<file path="src/hdl/skcl_pkg.sv">
// shared types and constants for the scale key light colour block
`default_nettype none
package skcl_pkg;

  // scale word layout: 4-bit entry count then twelve 5-bit entries
  localparam int SCALE_SLOTS = 12;
  localparam int CNT_W       = 4;
  localparam int ENT_W       = 5;

  // signed width of the unwrapped note sum
  localparam int NOTE_W = 13;

  // remainder unit dividend width
  localparam int DIV_W = 12;

  // configuration register indexes
  typedef enum logic [2:0] {
    REG_PLAYING_TONIC   = 3'd0,
    REG_BASE_NOTE       = 3'd1,
    REG_OCTAVE_SPAN     = 3'd2,
    REG_REF_TONIC       = 3'd3,
    REG_LIGHT_MODE      = 3'd4,
    REG_PLAYING_SCALE   = 3'd5,
    REG_REFERENCE_SCALE = 3'd6
  } cfg_reg_t;

  // key colours
  typedef enum logic [1:0] {
    COL_OFF      = 2'd0,
    COL_ACTIVE   = 2'd1,
    COL_INACTIVE = 2'd2
  } colour_t;

  // reset values of the configuration registers
  localparam logic [3:0]  RST_PLAYING_TONIC = 4'd0;
  localparam logic [5:0]  RST_BASE_NOTE     = 6'd0;
  localparam logic [4:0]  RST_OCTAVE_SPAN   = 5'd12;
  localparam logic [4:0]  RST_REF_TONIC     = 5'd0;
  localparam logic [1:0]  RST_LIGHT_MODE    = 2'd1;
  localparam logic [63:0] RST_PLAYING_SCALE = 64'd193930527751;
  localparam logic [63:0] RST_REF_SCALE     = 64'd0;

  // request to the shared remainder unit
  typedef struct packed {
    logic             start;
    logic [DIV_W-1:0] dividend;
    logic [4:0]       divisor;
    logic [3:0]       nbits;
  } rem_req_t;

  // answer from the shared remainder unit
  typedef struct packed {
    logic       done;
    logic [4:0] rem;
  } rem_rsp_t;

endpackage
`default_nettype wire

</file>
<file path="src/hdl/scale_key_light_colour.sv">
// top level: key colour sequencer, configuration registers and output stage
//
// One input word describes one course and yields one output word per row.
// All wrap-around arithmetic runs through one shared remainder unit that
// resolves one dividend bit per cycle, and the block takes no new course
// while it works. A course first wraps each reference note (0 to 12 of
// them, set by the reference entry count), then divides for the scale start
// position, then for each key wraps the note and hands the word to the
// output register, waiting while that register is still held by the
// receiver. A negative scale offset skips the start position division.
// With a zero octave span the wraps are skipped. An empty playing scale or
// a zero-length course finishes in the accept cycle with no words. The
// output register lets the next course be accepted while the last key word
// still waits.
`default_nettype none
module scale_key_light_colour
  import skcl_pkg::*;
#(
  parameter int MAX_ROWS      = 32,
  parameter int SCALE_ENTRIES = 12,
  parameter int MAX_COURSES   = 8
) (
  input  wire logic        clk,
  input  wire logic        rst_n,
  // in_tdata: course_length[5:0], scale_offset_step[12:6],
  //           semitone_offset_step[19:13], zero pad[23:20]
  input  wire logic        in_tvalid,
  output logic             in_tready,
  input  wire logic [23:0] in_tdata,
  // in_tuser: first_course[0]
  input  wire logic        in_tuser,
  // out_tdata: course_number[3:0], row_number[9:4], colour[11:10], zero pad[15:12]
  output logic             out_tvalid,
  input  wire logic        out_tready,
  output logic [15:0]      out_tdata,
  // out_tlast: last_in_course
  output logic             out_tlast,
  input  wire logic        cfg_valid,
  output logic             cfg_ready,
  input  wire logic [2:0]  cfg_index,
  input  wire logic [63:0] cfg_data
);

  localparam int LEN_W = $clog2(MAX_ROWS + 1);

  typedef enum logic [7:0] {
    S_IDLE  = 8'b0000_0001,
    S_REF   = 8'b0000_0010,
    S_RWAIT = 8'b0000_0100,
    S_POS   = 8'b0000_1000,
    S_PWAIT = 8'b0001_0000,
    S_NOTE  = 8'b0010_0000,
    S_NWAIT = 8'b0100_0000,
    S_EMIT  = 8'b1000_0000
  } state_t;

  // configuration registers
  logic [3:0]  playing_tonic_r;
  logic [5:0]  base_note_r;
  logic [4:0]  octave_span_r;
  logic [4:0]  ref_tonic_r;
  logic [1:0]  light_mode_r;
  logic [63:0] playing_scale_r;
  logic [63:0] reference_scale_r;

  // sequencer and running state
  state_t                   state_r, state_nxt;
  logic [3:0]               course_r, course_nxt;
  logic [11:0]              so_tot_r, so_tot_nxt;
  logic [11:0]              st_tot_r, st_tot_nxt;
  logic [3:0]               pos_r, pos_nxt;
  logic [CNT_W-1:0]         size_r, size_nxt;
  logic [LEN_W-1:0]         len_r, len_nxt;
  logic [LEN_W-1:0]         row_r, row_nxt;
  logic [3:0]               ref_k_r, ref_k_nxt;
  logic                     neg_r, neg_nxt;
  logic signed [NOTE_W-1:0] note_r, note_nxt;
  logic [5:0]               ref_note_r [SCALE_SLOTS];
  logic [5:0]               ref_note_nxt [SCALE_SLOTS];

  // output register
  logic       out_valid_r, out_valid_nxt;
  logic [3:0] out_course_r, out_course_nxt;
  logic [5:0] out_row_r, out_row_nxt;
  logic [1:0] out_colour_r, out_colour_nxt;
  logic       out_last_r, out_last_nxt;

  // combinational helpers
  logic [ENT_W-1:0]         play_ent [SCALE_SLOTS];
  logic [ENT_W-1:0]         ref_ent  [SCALE_SLOTS];
  logic [CNT_W-1:0]         play_cnt, ref_cnt;
  logic                     in_acc;
  logic [5:0]               in_len;
  logic [6:0]               in_so, in_st;
  logic                     in_first;
  logic [11:0]              so_base, st_base;
  logic [4:0]               course_inc;
  logic [6:0]               len_clamp;
  logic signed [NOTE_W-1:0] note_sum;
  logic [DIV_W-1:0]         note_mag;
  logic [5:0]               ref_sum;
  logic [LEN_W-1:0]         row_inc;
  logic [6:0]               row_wide;
  logic                     out_free;
  rem_req_t                 rem_req;
  rem_rsp_t                 rem_rsp;
  colour_t                  key_colour;

  assign in_len   = in_tdata[5:0];
  assign in_so    = in_tdata[12:6];
  assign in_st    = in_tdata[19:13];
  assign in_first = in_tuser;

  assign in_tready = (state_r == S_IDLE);
  assign in_acc    = in_tvalid && in_tready;
  assign cfg_ready = 1'b1;
  assign out_free  = !out_valid_r || out_tready;

  // unpack scale words into entries
  always_comb begin
    for (int k = 0; k < SCALE_SLOTS; k++) begin
      play_ent[k] = playing_scale_r[CNT_W + ENT_W*k +: ENT_W];
      ref_ent[k]  = reference_scale_r[CNT_W + ENT_W*k +: ENT_W];
    end
  end

  // entry counts saturate at the scale size
  assign play_cnt = (playing_scale_r[CNT_W-1:0] > CNT_W'(SCALE_ENTRIES))
                    ? CNT_W'(SCALE_ENTRIES) : playing_scale_r[CNT_W-1:0];
  assign ref_cnt  = (reference_scale_r[CNT_W-1:0] > CNT_W'(SCALE_ENTRIES))
                    ? CNT_W'(SCALE_ENTRIES) : reference_scale_r[CNT_W-1:0];

  // course accept arithmetic
  assign so_base    = in_first ? 12'd0 : so_tot_r;
  assign st_base    = in_first ? 12'd0 : st_tot_r;
  assign course_inc = (in_first ? 5'd0 : {1'b0, course_r}) + 5'd1;
  assign len_clamp  = ({1'b0, in_len} > 7'(MAX_ROWS)) ? 7'(MAX_ROWS) : {1'b0, in_len};

  // unwrapped note of the current key
  assign note_sum = $signed({8'd0, play_ent[pos_r]})
                  + $signed({9'd0, playing_tonic_r})
                  + NOTE_W'($signed(base_note_r))
                  + NOTE_W'($signed(st_tot_r));
  assign note_mag = note_sum[NOTE_W-1] ? DIV_W'(-note_sum) : DIV_W'(note_sum);

  assign ref_sum  = {1'b0, ref_ent[ref_k_r]} + {1'b0, ref_tonic_r};
  assign row_inc  = row_r + LEN_W'(1);
  assign row_wide = 7'(row_inc);

  // sequencer
  always_comb begin
    state_nxt      = state_r;
    course_nxt     = course_r;
    so_tot_nxt     = so_tot_r;
    st_tot_nxt     = st_tot_r;
    pos_nxt        = pos_r;
    size_nxt       = size_r;
    len_nxt        = len_r;
    row_nxt        = row_r;
    ref_k_nxt      = ref_k_r;
    neg_nxt        = neg_r;
    note_nxt       = note_r;
    ref_note_nxt   = ref_note_r;
    out_valid_nxt  = out_valid_r && !out_tready;
    out_course_nxt = out_course_r;
    out_row_nxt    = out_row_r;
    out_colour_nxt = out_colour_r;
    out_last_nxt   = out_last_r;
    rem_req        = '0;
    case (state_r)
      S_IDLE: begin
        if (in_acc) begin
          so_tot_nxt = so_base + {{5{in_so[6]}}, in_so};
          st_tot_nxt = st_base + {{5{in_st[6]}}, in_st};
          course_nxt = (course_inc > 5'(MAX_COURSES)) ? 4'(MAX_COURSES)
                                                      : course_inc[3:0];
          size_nxt   = play_cnt;
          len_nxt    = LEN_W'(len_clamp);
          row_nxt    = '0;
          ref_k_nxt  = 4'd0;
          if (play_cnt != '0 && len_clamp != 7'd0) begin
            state_nxt = S_REF;
          end
        end
      end
      S_REF: begin
        if (ref_k_r >= ref_cnt) begin
          state_nxt = S_POS;
        end else if (octave_span_r == 5'd0) begin
          ref_note_nxt[ref_k_r] = ref_sum;
          ref_k_nxt = ref_k_r + 4'd1;
        end else begin
          rem_req.start    = 1'b1;
          rem_req.dividend = DIV_W'(ref_sum);
          rem_req.divisor  = octave_span_r;
          rem_req.nbits    = 4'd6;
          state_nxt        = S_RWAIT;
        end
      end
      S_RWAIT: begin
        if (rem_rsp.done) begin
          ref_note_nxt[ref_k_r] = {1'b0, rem_rsp.rem};
          ref_k_nxt = ref_k_r + 4'd1;
          state_nxt = S_REF;
        end
      end
      S_POS: begin
        if (so_tot_r[11]) begin
          pos_nxt   = 4'd0;
          state_nxt = S_NOTE;
        end else begin
          rem_req.start    = 1'b1;
          rem_req.dividend = so_tot_r;
          rem_req.divisor  = {1'b0, size_r};
          rem_req.nbits    = 4'(DIV_W);
          state_nxt        = S_PWAIT;
        end
      end
      S_PWAIT: begin
        if (rem_rsp.done) begin
          pos_nxt   = rem_rsp.rem[3:0];
          state_nxt = S_NOTE;
        end
      end
      S_NOTE: begin
        if (octave_span_r == 5'd0) begin
          note_nxt  = note_sum;
          state_nxt = S_EMIT;
        end else begin
          neg_nxt          = note_sum[NOTE_W-1];
          rem_req.start    = 1'b1;
          rem_req.dividend = note_mag;
          rem_req.divisor  = octave_span_r;
          rem_req.nbits    = 4'(DIV_W);
          state_nxt        = S_NWAIT;
        end
      end
      S_NWAIT: begin
        if (rem_rsp.done) begin
          note_nxt  = neg_r ? -$signed({8'd0, rem_rsp.rem})
                            : $signed({8'd0, rem_rsp.rem});
          state_nxt = S_EMIT;
        end
      end
      S_EMIT: begin
        if (out_free) begin
          out_valid_nxt  = 1'b1;
          out_course_nxt = course_r;
          out_row_nxt    = row_wide[5:0];
          out_colour_nxt = key_colour;
          out_last_nxt   = (row_inc == len_r);
          row_nxt        = row_inc;
          pos_nxt        = ((pos_r + 4'd1) >= size_r) ? 4'd0 : pos_r + 4'd1;
          state_nxt      = (row_inc == len_r) ? S_IDLE : S_NOTE;
        end
      end
      default: begin
        state_nxt = S_IDLE;
      end
    endcase
  end

  // configuration writes
  always_ff @(posedge clk) begin
    if (!rst_n) begin
      playing_tonic_r   <= RST_PLAYING_TONIC;
      base_note_r       <= RST_BASE_NOTE;
      octave_span_r     <= RST_OCTAVE_SPAN;
      ref_tonic_r       <= RST_REF_TONIC;
      light_mode_r      <= RST_LIGHT_MODE;
      playing_scale_r   <= RST_PLAYING_SCALE;
      reference_scale_r <= RST_REF_SCALE;
    end else if (cfg_valid && cfg_ready) begin
      case (cfg_index)
        REG_PLAYING_TONIC:   playing_tonic_r   <= cfg_data[3:0];
        REG_BASE_NOTE:       base_note_r       <= cfg_data[5:0];
        REG_OCTAVE_SPAN:     octave_span_r     <= cfg_data[4:0];
        REG_REF_TONIC:       ref_tonic_r       <= cfg_data[4:0];
        REG_LIGHT_MODE:      light_mode_r      <= cfg_data[1:0];
        REG_PLAYING_SCALE:   playing_scale_r   <= cfg_data;
        REG_REFERENCE_SCALE: reference_scale_r <= cfg_data;
        default: ;
      endcase
    end
  end

  // sequencer and output registers
  always_ff @(posedge clk) begin
    if (!rst_n) begin
      state_r     <= S_IDLE;
      course_r    <= 4'd0;
      so_tot_r    <= 12'd0;
      st_tot_r    <= 12'd0;
      pos_r       <= 4'd0;
      out_valid_r <= 1'b0;
    end else begin
      state_r     <= state_nxt;
      course_r    <= course_nxt;
      so_tot_r    <= so_tot_nxt;
      st_tot_r    <= st_tot_nxt;
      pos_r       <= pos_nxt;
      out_valid_r <= out_valid_nxt;
    end
    size_r       <= size_nxt;
    len_r        <= len_nxt;
    row_r        <= row_nxt;
    ref_k_r      <= ref_k_nxt;
    neg_r        <= neg_nxt;
    note_r       <= note_nxt;
    ref_note_r   <= ref_note_nxt;
    out_course_r <= out_course_nxt;
    out_row_r    <= out_row_nxt;
    out_colour_r <= out_colour_nxt;
    out_last_r   <= out_last_nxt;
  end

  skcl_rem_unit u_rem (
    .clk   (clk),
    .rst_n (rst_n),
    .req   (rem_req),
    .rsp   (rem_rsp)
  );

  skcl_colour u_colour (
    .note          (note_r),
    .ref_note      (ref_note_r),
    .ref_cnt       (ref_cnt),
    .playing_tonic (playing_tonic_r),
    .ref_tonic     (ref_tonic_r),
    .light_mode    (light_mode_r),
    .colour        (key_colour)
  );

  assign out_tvalid = out_valid_r;
  assign out_tdata  = {4'd0, out_colour_r, out_row_r, out_course_r};
  assign out_tlast  = out_last_r;

endmodule
`default_nettype wire

</file>
<file path="src/hdl/skcl_rem_unit.sv">
// shared restoring remainder unit, one dividend bit per cycle
`default_nettype none
module skcl_rem_unit
  import skcl_pkg::*;
(
  input  wire logic     clk,
  input  wire logic     rst_n,
  input  wire rem_req_t req,
  output rem_rsp_t      rsp
);

  logic [DIV_W-1:0] shreg_r, shreg_nxt;
  logic [4:0]       rem_r, rem_nxt;
  logic [4:0]       div_r, div_nxt;
  logic [3:0]       cnt_r, cnt_nxt;
  logic             busy_r, busy_nxt;
  logic             done_r, done_nxt;
  logic [5:0]       trial;
  logic [3:0]       shamt;

  assign trial = {rem_r, shreg_r[DIV_W-1]};
  assign shamt = 4'(DIV_W) - req.nbits;

  // one compare and subtract per cycle
  always_comb begin
    shreg_nxt = shreg_r;
    rem_nxt   = rem_r;
    div_nxt   = div_r;
    cnt_nxt   = cnt_r;
    busy_nxt  = busy_r;
    done_nxt  = 1'b0;
    if (req.start) begin
      shreg_nxt = req.dividend << shamt;
      rem_nxt   = 5'd0;
      div_nxt   = req.divisor;
      cnt_nxt   = req.nbits;
      busy_nxt  = 1'b1;
    end else if (busy_r) begin
      if (trial >= {1'b0, div_r}) begin
        rem_nxt = 5'(trial - {1'b0, div_r});
      end else begin
        rem_nxt = trial[4:0];
      end
      shreg_nxt = shreg_r << 1;
      cnt_nxt   = cnt_r - 4'd1;
      if (cnt_r == 4'd1) begin
        busy_nxt = 1'b0;
        done_nxt = 1'b1;
      end
    end
  end

  always_ff @(posedge clk) begin
    if (!rst_n) begin
      busy_r <= 1'b0;
      done_r <= 1'b0;
    end else begin
      busy_r <= busy_nxt;
      done_r <= done_nxt;
    end
    shreg_r <= shreg_nxt;
    rem_r   <= rem_nxt;
    div_r   <= div_nxt;
    cnt_r   <= cnt_nxt;
  end

  assign rsp.done = done_r;
  assign rsp.rem  = rem_r;

endmodule
`default_nettype wire

</file>
<file path="src/hdl/skcl_colour.sv">
// colour decision for one key from its wrapped note
`default_nettype none
module skcl_colour
  import skcl_pkg::*;
(
  input  wire logic signed [NOTE_W-1:0] note,
  input  wire logic [5:0]               ref_note [SCALE_SLOTS],
  input  wire logic [CNT_W-1:0]         ref_cnt,
  input  wire logic [3:0]               playing_tonic,
  input  wire logic [4:0]               ref_tonic,
  input  wire logic [1:0]               light_mode,
  output colour_t                       colour
);

  logic                     missing_ref;
  logic                     in_scale;
  logic                     tonic_key;
  logic signed [NOTE_W-1:0] tonic_note;

  assign missing_ref = (ref_cnt == '0);
  assign tonic_note  = missing_ref ? $signed({9'd0, playing_tonic})
                                   : $signed({8'd0, ref_tonic});
  assign tonic_key   = light_mode[0] && (note == tonic_note);

  // match against every valid reference note at once
  always_comb begin
    in_scale = 1'b0;
    for (int k = 0; k < SCALE_SLOTS; k++) begin
      if ((4'(k) < ref_cnt) && (note == $signed({7'd0, ref_note[k]}))) begin
        in_scale = 1'b1;
      end
    end
  end

  // tonic first, then off without a reference scale, then reference membership with optional inversion
  always_comb begin
    if (tonic_key) begin
      colour = light_mode[1] ? COL_ACTIVE : COL_INACTIVE;
    end else if (missing_ref) begin
      colour = COL_OFF;
    end else if (!light_mode[1]) begin
      colour = in_scale ? COL_ACTIVE : COL_OFF;
    end else begin
      colour = in_scale ? COL_OFF : COL_INACTIVE;
    end
  end

endmodule
`default_nettype wire

</file>
<file path="config.mk">
export PLATFORM = sky130hd
export DESIGN_NAME = scale_key_light_colour
export DESIGN_NICKNAME = d
export VERILOG_FILES = /design/src/hdl/skcl_pkg.sv /design/src/hdl/scale_key_light_colour.sv /design/src/hdl/skcl_rem_unit.sv /design/src/hdl/skcl_colour.sv
export SDC_FILE = /design/constraint.sdc
export NUM_CORES = 1
export LEC_CHECK = 0
export BUFFER_PORTS_ARGS = -buffer_cell sky130_fd_sc_hd__buf_2
export CORE_ASPECT_RATIO = 0.8
export CORE_MARGIN = 2
export CORE_UTILIZATION = 45
export DETAILED_ROUTE_END_ITERATION = 10
export GPL_ROUTABILITY_DRIVEN = 0
export SETUP_SLACK_MARGIN = 0.15
export SLEW_MARGIN = 20
export SYNTH_ARGS = -nofsm -noshare
export SYNTH_HDL_FRONTEND = slang
export SYNTH_HIERARCHICAL = 1
export SYNTH_SLANG_ARGS = --single-unit
</file>
<file path="constraint.sdc">
create_clock -name clk -period 5.6 [get_ports clk]
set_input_delay 1.12 -clock clk [delete_from_list [all_inputs] [get_ports clk]]
set_output_delay 1.12 -clock clk [all_outputs]
set_load 0.02 [all_outputs]
</file>
==> flow_summary.yaml <==
clock_tree:
  htreeDepth: 2
  cts_tree: "done"
  ctsRootBufferMaster: "sky130_fd_sc_hd__clkbuf_16"
  cts_buffers: 38
  clk-insertion-delay-late_ns: 0.55
  cts_max_path_buffers: 3
  worst_setup_hold_path_clk_slew_ns: 0.06
  cts_hold_buffers: 0
  numClockSinks: 338
cells_and_area:
  insertedDiodeCount: 0
  final_core_util_pct: 52.3
  area_growth_syn_to_layout_pct: 15.0
  final_net_count: 2257
  drive_gt1_share_pct: 17.0
  post-route-cell-area_um2: 21200
logic_synthesis:
  warning_count_from_the_yosys_run: 6
  mappedNetlistArea_um2: 18400
  post-synth-top-count-cell: "sky130_fd_sc_hd__nand2_1"
  ys_top_cells_by_count: "sky130_fd_sc_hd__nand2_1 (350), sky130_fd_sc_hd__dfxtp_1 (198), sky130_fd_sc_hd__a21oi_1 (191)"
  synth.top_cell.area_share_pct: 22.9
  yosys_most_used_dff: "sky130_fd_sc_hd__dfxtp_1"
  ys_ff_latch: 338
  synthArstFlopShare_pct: 0
  synth-edff-count: 140
  synth.avg_cell_area_um2: 9.35
  yosysTopAreaCell: "sky130_fd_sc_hd__edfxtp_1"
  synthDistinctLibCells: 83
  synthesized_netlist_cell_count: 1967
  yosys-top-cells-area: "sky130_fd_sc_hd__edfxtp_1 (23%), sky130_fd_sc_hd__dfxtp_1 (22%), sky130_fd_sc_hd__nand2_1 (7.1%)"
  synth.yosys.seq_area_share_pct: 44.4
timing:
  finalSetupViolCount: 9
  rsz_0062_raised_after_global_routing: "yes"
  final-hold-violation-count: 0
  slew_viol_final: 0
  final_period_minus_worst_setup_slack_ns: 5.88
  final.period_utilization_pct: 105
  worst_clock_skew_ns: 0.0225
  worst_hold_slack_ns: 0.454
  worst_pin_slew_ns: 1.02
  slew-limit-headroom_pct: 31.9
  max_freq_mhz: 170
  finalWorstSetupSlack_ns: -0.284
min_path:
  hp-class: "register to register"
  worst_hold_startpoint: "reference_scale_r[20]"
floorplan:
  placeableCoreArea_um2: 40500
  floorplan.io_pins: 117
  floorplan.die.width_um: 230
  rows: 66
  die_area_um2: 42500
  die_boundary_height_um: 185
  starting_density_pct: 45.5
routing:
  first_pass_iters: 5
  routed_via_density: 5.45
  postRouteAntennaNets: 0
  vias: 14400
  route.detailed.wl_per_inst_um: 18.1
  highest-signal-layer: "met4"
  drc_errors_left: 0
  wl_met2_um: 21200
  met3_wirelength_um: 2430
  metal1_wirelength_um: 23100
  postRouteWirelength_um: 47900
  dr.first_iter.drc_count: 1149
critical_path:
  cpMostUsedCell: "sky130_fd_sc_hd__a21oi_2"
  timing.critical_path.cells: "buf_6 > mux4_2 > mux2i_1 > o22ai_2 > ha_1 > a21o_1 > a21oi_2 > nor2b_1 > o21a_1 > fa_1 > ha_4 > a21o_1 > a31o_4 > o211ai_4 > a21oi_2 > or3_4 > buf_8 > a22oi_2 > xor2_1 > o21ai_1 > mux2_4 > mux4_2 > a22oi_2 > a21oi_2"
  worst-path-max-fanout: 6
  timing.critical_path.to_type: "register"
  worstSetupPathType: "register to register"
  max_stage_delay_ns: 0.56
  timing.critical_path.slowest_stage_cell: "sky130_fd_sc_hd__fa_1"
  setup.worst_path.start: "pos_r[0]"
  timing.critical_path.from_type: "register"
  worstPathArrival_ns: 6.16
  regToRegStartpoint: "pos_r[0]"
  critPathBufInv: 2
  critPathTopFamily: "compound AO/OA/AOI/OAI gates"
  crit_required_ns: 5.87
grt:
  antenna_found_initial: 0
  grt_first_pass_wirelength_um: 75300
  grt_overflow_total: 0
  track_usage_pct: 22.4
  grt_max_degree: 67
  first_global_vias: 13800
run_status:
  violations: "negative setup slack"
  run_status: "finished with violations"
flow_run:
  drv_cap: 0
power:
  power.ir.vdd_worst_v: 0.000193
  total_power_mw: 7.06
  leakagePower_nw: 8.23
  power_density_nw_per_um2: 334
place:
  detailedPlacementHpwl_um: 33800
  buffer_ports.inserted: 107
  post_dp_cell_area_um2: 19700
==> flip-flops by register name, summed over array words and instances, names as in the netlist, 6 cells and up <==
signal / cells
u_rem/shreg_r: 12
playing_scale_r: 64
base_note_r: 6
len_r: 6
so_tot_r: 12
reference_scale_r: 64
row_r: 6
ref_note_r: 72
state_r: 8
note_r: 13
out_row_r: 6
st_tot_r: 12
==> cells in the final DEF, fill, tap and decap left out, drive strengths merged, types with 8 or more instances in the layout <==
| cell type | count |
|---|---|
| nand2 | 350 |
| dfxtp | 198 |
| a21oi | 192 |
| nor2 | 189 |
| buf | 182 |
| edfxtp | 140 |
| xnor2 | 77 |
| ha | 75 |
| inv | 73 |
| xor2 | 67 |
| o21ai | 56 |
| clkbuf | 55 |
| mux2i | 51 |
| nor2b | 46 |
| mux4 | 34 |
| nand3 | 32 |
| a21o | 28 |
| nor3 | 24 |
| nor4 | 17 |
| a211oi | 16 |
| nand2b | 15 |
| o22ai | 14 |
| a22oi | 12 |
| fa | 12 |
| nand4 | 11 |
| and3 | 10 |
| clkinv | 10 |
| or2 | 9 |
| and2 | 9 |
| mux2 | 8 |
==> stage by stage <==
step / cells / worst slack [ns] / TNS [ns]
5_1_grt: 2645 / -0.542 / -4.11
3_5_place_dp: 2571 / -0.479 / -3.33
2_1_floorplan: 1971 / -0.139 / -0.139
4_1_cts: 2643 / -0.265 / -1.14
3_3_place_gp: 2571 / -0.346 / -2.02
6_report: 2645 / -0.284 / -1.45
==> worst min-delay path: stages (launching register included) <==
cell                      delay, ns
sky130_fd_sc_hd__dfxtp_1       0.31
sky130_fd_sc_hd__nand2_1       0.05
sky130_fd_sc_hd__a21oi_1       0.05
==> cell type report <==
type | instances | area, um^2
sequential | 338 | 8170
fill | 3762 | 19300
multi-input combinational | 1441 | 9600
clock inverter | 13 | 135
inverter | 72 | 273
timing repair buffer | 182 | 1130
tap | 544 | 681
clock buffer | 55 | 1160
==> routing by layer <==
metal / vias to the layer above / global-route usage, %
met5: - / 0
met4: 0 / 6.25
met3: 73 / 2.89
met2: 358 / 34.9
met1: 6964 / 32.6
li1: 7021 / -
==> cell families (layout without fill, tap and decap cells) <==
kind of cell               after synthesis  in the layout  synth area share (%)
other                                    2              6                0.0408
adders and majority gates               87             87                  6.41
and+or+nand+nor                        742            742                  18.0
AOI/OAI and AO/OA                      369            369                  12.0
muxes                                   93             93                  7.45
xor gates and xnor gates               144            144                  6.94
buffers and inverters                  192            322                  4.75
DFF                                    338            338                  44.4
==> repair_timing <==
| action | in CTS | in global routing |
|---|---|---|
| gates cloned | 1 | 0 |
| endpoints found under the setup margin | 11 | 11 |
| pin swaps | 14 | 6 |
| resized for setup | 25 | 9 |
| buffers inserted | 3 | 2 |
==> worst paths after layout <==
check | end | slack [ns] | cells past startpoint
worst max-delay path | u_rem/shreg_r[11] | -0.28 | 24
worst min-delay path | reference_scale_r[20] | 0.45 | 2
worst max register to register | u_rem/shreg_r[11] | -0.28 | 24
worst min register to register | reference_scale_r[20] | 0.45 | 2
==> power breakdown <==
| group | internal, mW | switching [mW] |
|---|---|---|
| clock network | 1.53 | 1.01 |
| registers | 2.74 | 0.196 |
| logic | 0.655 | 0.916 |
| total | 4.93 | 2.12 |
(Power assumes the default switching activity.)
